--- src/sv/sdl_pkg.sv ---
// Shared types and codes for the sorted double-ended list.
// Used by sdl_cell, sorted_deque_list and the testbench; depends on nothing else.
`default_nettype none

package sdl_pkg;

  // Operation codes carried in the mode field of an input beat.
  typedef enum logic [2:0] {
    MODE_PUSH_FRONT = 3'd0,
    MODE_PUSH_BACK  = 3'd1,
    MODE_ORDERED    = 3'd2,
    MODE_POP_FRONT  = 3'd3,
    MODE_POP_BACK   = 3'd4,
    MODE_PEEK_FRONT = 3'd5,
    MODE_PEEK_BACK  = 3'd6
  } mode_t;

  // Status codes returned with every result beat.
  typedef enum logic [1:0] {
    STATUS_OK    = 2'd0,
    STATUS_EMPTY = 2'd1,
    STATUS_FULL  = 2'd2
  } status_t;

  // One-cycle commands broadcast from the controller to every cell.
  typedef struct packed {
    logic shift_left;  // every cell takes its right neighbor's value
    logic write_tail;  // the cell at the fill count takes the new value
  } cell_ctrl_t;

endpackage

`default_nettype wire

--- src/sv/sdl_cell.sv ---
// One storage cell of the list chain: holds one entry, runs the insert wave
// and the tail-read wave. Depends on sdl_pkg.
`default_nettype none

module sdl_cell
  import sdl_pkg::*;
#(
  parameter int IDX = 0,
  parameter int W   = 32,
  parameter int CW  = 5
) (
  input  wire  logic                clk,
  input  wire  logic                rst,
  input  wire  cell_ctrl_t          ctrl,
  input  wire  logic [CW-1:0]       count,
  input  wire  logic signed [W-1:0] wr_value,
  input  wire  logic signed [W-1:0] right_val,
  input  wire  logic                tok_in,
  input  wire  logic                ins_in,
  input  wire  logic signed [W-1:0] carry_in,
  output logic                      tok_out,
  output logic                      ins_out,
  output logic signed [W-1:0]       carry_out,
  input  wire  logic signed [W-1:0] bk_in,
  output logic signed [W-1:0]       bk_out,
  output logic signed [W-1:0]       val
);

  logic holds;
  logic take;

  // The cell holds a live entry when its index is below the fill count.
  assign holds = CW'(IDX) < count;

  // The passing value drops in here once the insert point is reached; from then
  // on every cell swaps, so the displaced entries move one place toward the back.
  assign take = tok_in && (ins_in || !holds || !(val > carry_in));

  // The wave token stops at the first empty cell, where the insert always lands.
  always_ff @(posedge clk) begin
    if (rst) begin
      tok_out <= 1'b0;
    end else begin
      tok_out <= tok_in && holds;
    end
  end

  // Carried value and insert flag for the next cell.
  always_ff @(posedge clk) begin
    ins_out   <= ins_in || take;
    carry_out <= take ? val : carry_in;
  end

  // Entry update: insert wave, front removal, or write at the tail.
  always_ff @(posedge clk) begin
    priority if (take) begin
      val <= carry_in;
    end else if (ctrl.shift_left) begin
      val <= right_val;
    end else if (ctrl.write_tail && (CW'(IDX) == count)) begin
      val <= wr_value;
    end else begin
      val <= val;
    end
  end

  // Tail-read wave: the last live cell injects its value, which moves toward
  // the front one cell per cycle.
  always_ff @(posedge clk) begin
    bk_out <= (CW'(IDX + 1) == count) ? val : bk_in;
  end

endmodule

`default_nettype wire

--- src/sv/sorted_deque_list.sv ---
// Top level of the sorted double-ended list: controller, result register and
// the chain of sdl_cell instances. Depends on sdl_pkg and sdl_cell.
//
//   channel  direction  handshake           payload
//   in       sink       in_valid/in_stall   mode, item_value
//   out      source     out_valid/out_stall status, out_value, entry_count
//
// Push back, pop front, peek front and refused operations register their
// result at the accepting edge. Push front and ordered insert send a token that
// walks the cell chain one cell per cycle until it reaches the first empty cell.
// Pop back and peek back wait in ST_BACK while the tail value walks the
// chain toward the front. Reset (synchronous) empties the list at once.
// A result waits in the output register under out_stall; no new beat is taken
// while the controller is busy or a stalled result would be overwritten.
`default_nettype none

module sorted_deque_list
  import sdl_pkg::*;
#(
  parameter int DEPTH       = 16,
  parameter int VALUE_WIDTH = 32
) (
  input  wire  logic               clk,
  input  wire  logic               rst,
  input  wire  logic               in_valid,
  output logic                     in_stall,
  input  wire  logic [2:0]         mode,
  input  wire  logic signed [31:0] item_value,
  output logic                     out_valid,
  input  wire  logic               out_stall,
  output logic [1:0]               status,
  output logic signed [31:0]       out_value,
  output logic [4:0]               entry_count
);

  localparam int W  = VALUE_WIDTH;
  localparam int CW = $clog2(DEPTH + 1);
  localparam int IW = (DEPTH > 1) ? $clog2(DEPTH) : 1;

  typedef enum logic [1:0] {
    ST_IDLE,
    ST_INSERT,
    ST_BACK,
    ST_FINISH
  } state_t;

  state_t              state;
  logic [CW-1:0]       count;
  logic [IW-1:0]       cnt;
  mode_t               op;
  logic signed [W-1:0] ins_val;
  logic                tok0;
  logic                ins0;

  logic                accept;
  logic                slot_free;
  logic                full;
  logic                empty;
  mode_t               in_mode;
  logic signed [W-1:0] in_w;
  logic signed [W-1:0] fin_w;
  logic [CW-1:0]       fin_count;
  cell_ctrl_t          ctrl;

  logic                tok   [DEPTH+1];
  logic                ins   [DEPTH+1];
  logic signed [W-1:0] carry [DEPTH+1];
  logic signed [W-1:0] bk    [DEPTH+1];
  logic signed [W-1:0] vals  [DEPTH+1];

  assign in_mode   = mode_t'(mode);
  assign in_w      = W'(item_value);
  assign slot_free = !out_valid || !out_stall;
  assign in_stall  = (state != ST_IDLE) || (out_valid && out_stall);
  assign accept    = in_valid && !in_stall;
  assign full      = count == CW'(DEPTH);
  assign empty     = count == '0;

  // One-cycle commands to the cells, taken at the accepting edge.
  assign ctrl.shift_left = accept && (in_mode == MODE_POP_FRONT) && !empty;
  assign ctrl.write_tail = accept && (in_mode == MODE_PUSH_BACK) && !full;

  // Value and new count of a result produced after a multi-cycle operation.
  assign fin_w = (op == MODE_PUSH_FRONT || op == MODE_ORDERED) ? ins_val : bk[0];
  always_comb begin
    unique case (op)
      MODE_PUSH_FRONT, MODE_ORDERED: fin_count = count + CW'(1);
      MODE_POP_BACK:                 fin_count = count - CW'(1);
      default:                       fin_count = count;
    endcase
  end

  // Head of the chains.
  assign tok[0]     = tok0;
  assign ins[0]     = ins0;
  assign carry[0]   = ins_val;
  assign bk[DEPTH]  = '0;
  assign vals[DEPTH] = '0;

  // The chain of cells, one entry each, front at index zero.
  for (genvar i = 0; i < DEPTH; i++) begin : g_cell
    sdl_cell #(
      .IDX (i),
      .W   (W),
      .CW  (CW)
    ) u_cell (
      .clk       (clk),
      .rst       (rst),
      .ctrl      (ctrl),
      .count     (count),
      .wr_value  (in_w),
      .right_val (vals[i+1]),
      .tok_in    (tok[i]),
      .ins_in    (ins[i]),
      .carry_in  (carry[i]),
      .tok_out   (tok[i+1]),
      .ins_out   (ins[i+1]),
      .carry_out (carry[i+1]),
      .bk_in     (bk[i+1]),
      .bk_out    (bk[i]),
      .val       (vals[i])
    );
  end

  // Controller, fill count and result register.
  always_ff @(posedge clk) begin
    if (rst) begin
      state     <= ST_IDLE;
      count     <= '0;
      tok0      <= 1'b0;
      out_valid <= 1'b0;
    end else begin
      tok0 <= 1'b0;
      if (!out_stall) begin
        out_valid <= 1'b0;
      end
      unique case (state)
        ST_IDLE: begin
          if (accept) begin
            op      <= in_mode;
            ins_val <= in_w;
            cnt     <= '0;
            unique case (in_mode)
              MODE_PUSH_FRONT, MODE_ORDERED: begin
                if (full) begin
                  out_valid   <= 1'b1;
                  status      <= STATUS_FULL;
                  out_value   <= '0;
                  entry_count <= 5'(count);
                end else begin
                  tok0  <= 1'b1;
                  ins0  <= in_mode == MODE_PUSH_FRONT;
                  state <= ST_INSERT;
                end
              end
              MODE_PUSH_BACK: begin
                out_valid <= 1'b1;
                if (full) begin
                  status      <= STATUS_FULL;
                  out_value   <= '0;
                  entry_count <= 5'(count);
                end else begin
                  status      <= STATUS_OK;
                  out_value   <= 32'(in_w);
                  entry_count <= 5'(count + CW'(1));
                  count       <= count + CW'(1);
                end
              end
              MODE_POP_FRONT, MODE_PEEK_FRONT: begin
                out_valid <= 1'b1;
                if (empty) begin
                  status      <= STATUS_EMPTY;
                  out_value   <= '0;
                  entry_count <= 5'(count);
                end else if (in_mode == MODE_POP_FRONT) begin
                  status      <= STATUS_OK;
                  out_value   <= 32'(vals[0]);
                  entry_count <= 5'(count - CW'(1));
                  count       <= count - CW'(1);
                end else begin
                  status      <= STATUS_OK;
                  out_value   <= 32'(vals[0]);
                  entry_count <= 5'(count);
                end
              end
              MODE_POP_BACK, MODE_PEEK_BACK: begin
                if (empty) begin
                  out_valid   <= 1'b1;
                  status      <= STATUS_EMPTY;
                  out_value   <= '0;
                  entry_count <= 5'(count);
                end else begin
                  state <= ST_BACK;
                end
              end
              default: begin
                out_valid   <= 1'b1;
                status      <= STATUS_OK;
                out_value   <= '0;
                entry_count <= 5'(count);
              end
            endcase
          end
        end
        ST_INSERT: begin
          // The token is in the cell numbered cnt; the insert is complete once the
          // token has reached the cell at the fill count.
          cnt <= cnt + IW'(1);
          if (CW'(cnt) == count) begin
            state <= ST_FINISH;
          end
        end
        ST_BACK: begin
          cnt <= cnt + IW'(1);
          if (cnt == IW'(DEPTH - 1)) begin
            state <= ST_FINISH;
          end
        end
        ST_FINISH: begin
          if (slot_free) begin
            out_valid   <= 1'b1;
            status      <= STATUS_OK;
            out_value   <= 32'(fin_w);
            entry_count <= 5'(fin_count);
            count       <= fin_count;
            state       <= ST_IDLE;
          end
        end
        default: begin
          state <= ST_IDLE;
        end
      endcase
    end
  end

`ifndef SYNTH
  // The list never holds more entries than it has cells.
  a_count_bound: assert property (@(posedge clk) disable iff (rst)
    count <= CW'(DEPTH))
    else $error("fill count above depth");

  // An insert token enters the chain only during an insert.
  a_tok_insert: assert property (@(posedge clk) disable iff (rst)
    tok[0] |-> state == ST_INSERT)
    else $error("insert token outside an insert");

  // The fill count moves only at an accepted beat or at the end of a long operation.
  a_count_hold: assert property (@(posedge clk) disable iff (rst)
    !accept && state != ST_FINISH |=> $stable(count))
    else $error("fill count changed without an operation");

  // A refused insert is reported only on a full list.
  a_full_status: assert property (@(posedge clk) disable iff (rst)
    out_valid && status == STATUS_FULL |-> entry_count == 5'(DEPTH))
    else $error("full status on a list that is not full");
`endif

endmodule

`default_nettype wire

--- config.mk ---
export PLATFORM = sky130hd
export DESIGN_NAME = sorted_deque_list
export DESIGN_NICKNAME = d
export VERILOG_FILES = /design/src/sv/sdl_pkg.sv /design/src/sv/sdl_cell.sv /design/src/sv/sorted_deque_list.sv
export SDC_FILE = /design/constraint.sdc
export NUM_CORES = 2
export LEC_CHECK = 0
export ABC_AREA = 1
export BUFFER_PORTS_ARGS = -buffer_cell sky130_fd_sc_hd__buf_4
export CORE_ASPECT_RATIO = 2
export CORE_MARGIN = 2
export CORE_UTILIZATION = 58
export CTS_CLUSTER_SIZE = 28
export DETAILED_ROUTE_END_ITERATION = 12
export PLACE_DENSITY = 0.81
export SETUP_SLACK_MARGIN = 0.1
export SLEW_MARGIN = 15
export SYNTH_ARGS = -nofsm -noshare
export SYNTH_HDL_FRONTEND = slang
export SYNTH_SLANG_ARGS = --single-unit
--- constraint.sdc ---
create_clock -name clk -period 4.4 [get_ports clk]
set_clock_uncertainty 0.15 [all_clocks]
set_input_delay 0.66 -clock clk [delete_from_list [all_inputs] [get_ports clk]]
set_output_delay 0.66 -clock clk [all_outputs]
set_load 0.03 [all_outputs]
==> impl_metrics.py <==
metrics = {
    "setup_path": {
        "crit_required_ps": 4610,
        "r2r_cells": 10,
        "regToRegEndpoint": "out_value[1]",
        "endpoint": "out_value[1]",
        "setup.worst_path.start": "count[1]",
        "highest_fanout_seen_on_the_critical_path": 16,
        "worst_path_class_setup": "flop to flop",
        "arrival_ps": 4050,
        "setup.reg_to_reg.worst_slack_ps": 560,
        "endpoint_kind": "flop",
        "crit_path_start_kind": "flop",
        "r2r-start": "count[1]",
    },
    "sta": {
        "rsz0062_at_grt": "no",
        "timing_worst_slew_pin_value_ps": 1180,
        "finalHoldViolCount": 0,
        "max_freq_mhz": 261,
        "layout_min_cycle_time_ps": 3840,
        "timing.final.max_slew_violations": 0,
        "finalSetupViolations": 0,
        "maxSlewHeadroom": 0.215,
        "fin_crit_sh": 0.872,
        "tns_ps": 0,
    },
    "power_and_ir_drop": {
        "switching_share": 0.339,
        "post-layout-total-power_mw": 43.4,
        "power.net_switching_mw": 14.7,
        "static-leakage-power_nw": 41.4,
        "clkPwrFrac": 0.288,
        "seq_power_share": 0.464,
        "internal_power_mw": 28.7,
        "vdd.ir_drop.worst_mv": 0.435,
        "comb_power_share": 0.249,
        "power_per_cell_area_mw_per_mm2": 510,
    },
    "floorplan": {
        "rows": 191,
        "starting_density_of_the_core": 0.583,
        "floorplan.core_area_mm2": 0.135,
        "num_io_pins": 80,
        "die-area_mm2": 0.139,
        "die_w_um": 265,
        "die_height_um": 525,
    },
    "detailed_routing": {
        "drt.antenna.violating_nets": 0,
        "avgRoutedWirePerCell_um": 19.3,
        "first_pass_iters": 7,
        "drc": 0,
        "drt-total-wl_um": 226000,
        "routed_via_density": 5.67,
        "dr.first_iter.drc_count": 5504,
        "dr_vias": 66300,
    },
    "global_route": {
        "grt_pass1_wl_um": 351000,
        "grt_antenna_before_repair": 14,
        "grt_util_all_layers": 0.323,
        "grt_pass1_vias": 66300,
        "grt_max_degree": 92,
        "total_gr_overflow": 0,
    },
    "clock_tree": {
        "post_cts_resize_count": 0,
        "cts.path.max_buffers": 3,
        "tritoncts.num_buffers": 139,
        "cts_hold_repair.buffers": 32,
        "cts_tree": "built",
        "htreeDepth": 4,
        "cts_root_buf": "clkbuf_16",
        "post_cts_repair_timing_setup_buffer_count": 0,
        "clock_latency_ps": 780,
        "clock_sink_count": 1622,
        "cts.clk_slew.worst_paths_ps": 70,
    },
    "job": {
        "timing.max_cap.violations": 0,
    },
    "synthesis": {
        "synth_enable_flop_cells": 591,
        "post_synth_instance_area_mm2": 0.0788,
        "synth-simple-area-share": 0.242,
        "async_reset_ff_frac": 0,
        "syn_nets": 10500,
        "largest_family_of_logic_cells_by_synthesized_area": "simple AND/OR/NAND/NOR gates",
        "synth_warnings": 0,
        "post_synth_xor_area_fraction": 0.00111,
        "prevailing_post_synth_register_cell": "dfxtp_1",
        "synth_mux_area_frac": 0,
        "synthesis.instances": 9987,
        "synth_area_per_cell_um2": 7.89,
        "synth-compound-area-share": 0.0935,
        "synth_seq_cells": 1622,
        "post_synth_fa_ha_maj_area_fraction": 0.0829,
        "synth_sequential_area_ratio": 0.487,
        "distinct_cell_type_count_after_synthesis": 45,
    },
    "min_path": {
        "hold_path_class": "primary input to flop",
        "whs_path_depth": 1,
    },
    "finish": {
        "number_of_filler_instances_in_the_final_layout": 11000,
        "design.final.nets": 10400,
        "areaGrowthSynthToFinish_pct": 7.99,
        "drive_above_1_share": 0.0520,
    },
    "placement": {
        "dpl.hpwl_um": 166000,
        "gp_congestion": 0.974,
        "buffer_ports.inserted": 79,
    },
    "outcome": {
        "status": "finished, final reports clean",
    },
}
state kept, by name, indices dropped and copies added (netlist names), 4 cells and up:
| register | flops |
|---|---|
| g_cell.u_cell.ins_out | 15 |
| cnt | 4 |
| count | 5 |
| out_value | 32 |
| g_cell.u_cell.val | 512 |
| entry_count | 5 |
| g_cell.u_cell.tok_out | 15 |
| g_cell.u_cell.bk_out | 512 |
| ins_val | 32 |
| g_cell.u_cell.carry_out | 480 |
worst max-delay path: stages, from the launching register on:
cell and delay (ps):
dfxtp_1 450, inv_1 260, ha_1 260, nand2_2 130, nor2_4 190, inv_1 90, nand2_1 100, clkinv_1 780
buf_4 480, a22oi_1 150, o22ai_1 350
per-stage QoR:
| stage | utilization | setup slack [ps] | hold slack (ps) | cell area [um2] | instances |
|---|---|---|---|---|---|
| 6_report | 0.629 | 561 | 62.0 | 85100 | 11700 |
| 5_1_grt | 0.629 | 478 | 45.3 | 85100 | 11700 |
| 4_1_cts | 0.629 | 755 | 3.12 | 85100 | 11700 |
| 3_5_place_dp | 0.593 | 778 | 260 | 80300 | 11400 |
| 3_3_place_gp | 0.593 | 848 | 257 | 80300 | 11400 |
| 2_1_floorplan | - | 717 | 246 | 78800 | 9987 |
placed cells by master (no fill, tap or decap), drive strengths merged, types with 10 or more instances in the layout:
| cell | n |
|---|---|
| a21o | 17 |
| a21oi | 250 |
| a22oi | 32 |
| and3 | 10 |
| buf | 210 |
| clkbuf | 218 |
| clkinv | 25 |
| dfxtp | 1031 |
| dlygate4sd3 | 32 |
| edfxtp | 591 |
| ha | 522 |
| inv | 1232 |
| nand2 | 3246 |
| nand3 | 1086 |
| nand4 | 38 |
| nor2 | 244 |
| nor3 | 22 |
| o21a | 32 |
| o21ai | 1028 |
| o22ai | 31 |
final cells by class:
type | instances | area [um2] | share of cell area
sequential | 1622 | 38400 | 0.451
multi-input combinational | 6599 | 33200 | 0.390
inverter | 1226 | 4610 | 0.0542
clock buffer | 218 | 4210 | 0.0494
tap | 1737 | 2170 | 0.0255
timing repair buffer | 242 | 2160 | 0.0254
clock inverter | 39 | 318 | 0.00373
antenna | 9 | 22.5 | 0.000265
Yosys cell counts (all sizes together) (2+ instances only):
cell type	n	area [um2]
a21o	17	128
and3	10	62.6
nor3b	3	22.5
o21ai	1028	5150
dfxtp	1031	20600
ha	522	6530
a31oi	5	31.3
a21oi	250	1250
nor2	244	951
inv	1224	4590
xor2	6	52.6
buf	272	1740
nand3	1086	5450
nor3	22	110
nand2	3246	12200
o21a	32	240
clkbuf	268	1010
o22ai	31	194
or2	6	40.0
clkinv	2	7.51
edfxtp	591	17700
o221ai	7	61.3
a22oi	32	240
nand4	38	238
o211ai	4	30.0
xnor2	4	35.0
power by group through the flow:
stage | clock [mW] | combinational, mW | sequential (mW)
2_1_floorplan | 0 | 7.10 | 20.1
3_3_place_gp | 0 | 10.1 | 20.3
3_5_place_dp | 0 | 10.4 | 20.4
4_1_cts | 12.5 | 10.5 | 20.1
5_1_grt | 13.1 | 12.0 | 20.4
6_report | 12.5 | 10.8 | 20.1
cells by family after synthesis:
group / after synthesis
xor+xnor: 10
compound gates: 1411
simple gates: 4656
buf+inv: 1766
fa+ha+maj: 522
flops: 1622
per-layer routing:
metal	global-route usage	vias to the layer above	routed length, um
li1	-	31900	-
met1	0.279	30500	69800
met3	0.0585	1158	11800
met4	0.329	12	26700
met5	0	-	77
met2	0.599	2669	118000
worst min path at each step:
stage	start	to
after floorplan	g_cell[13].u_cell.ins_out	g_cell[14].u_cell.ins_out
after global placement	g_cell[1].u_cell.bk_out[18]	g_cell[0].u_cell.bk_out[18]
after detailed placement	g_cell[1].u_cell.bk_out[23]	g_cell[0].u_cell.bk_out[23]
after CTS	item_value[10]	ins_val[10]
after global routing	item_value[0]	ins_val[0]
final	item_value[11]	ins_val[11]
Power figures use the tool's default switching activity.
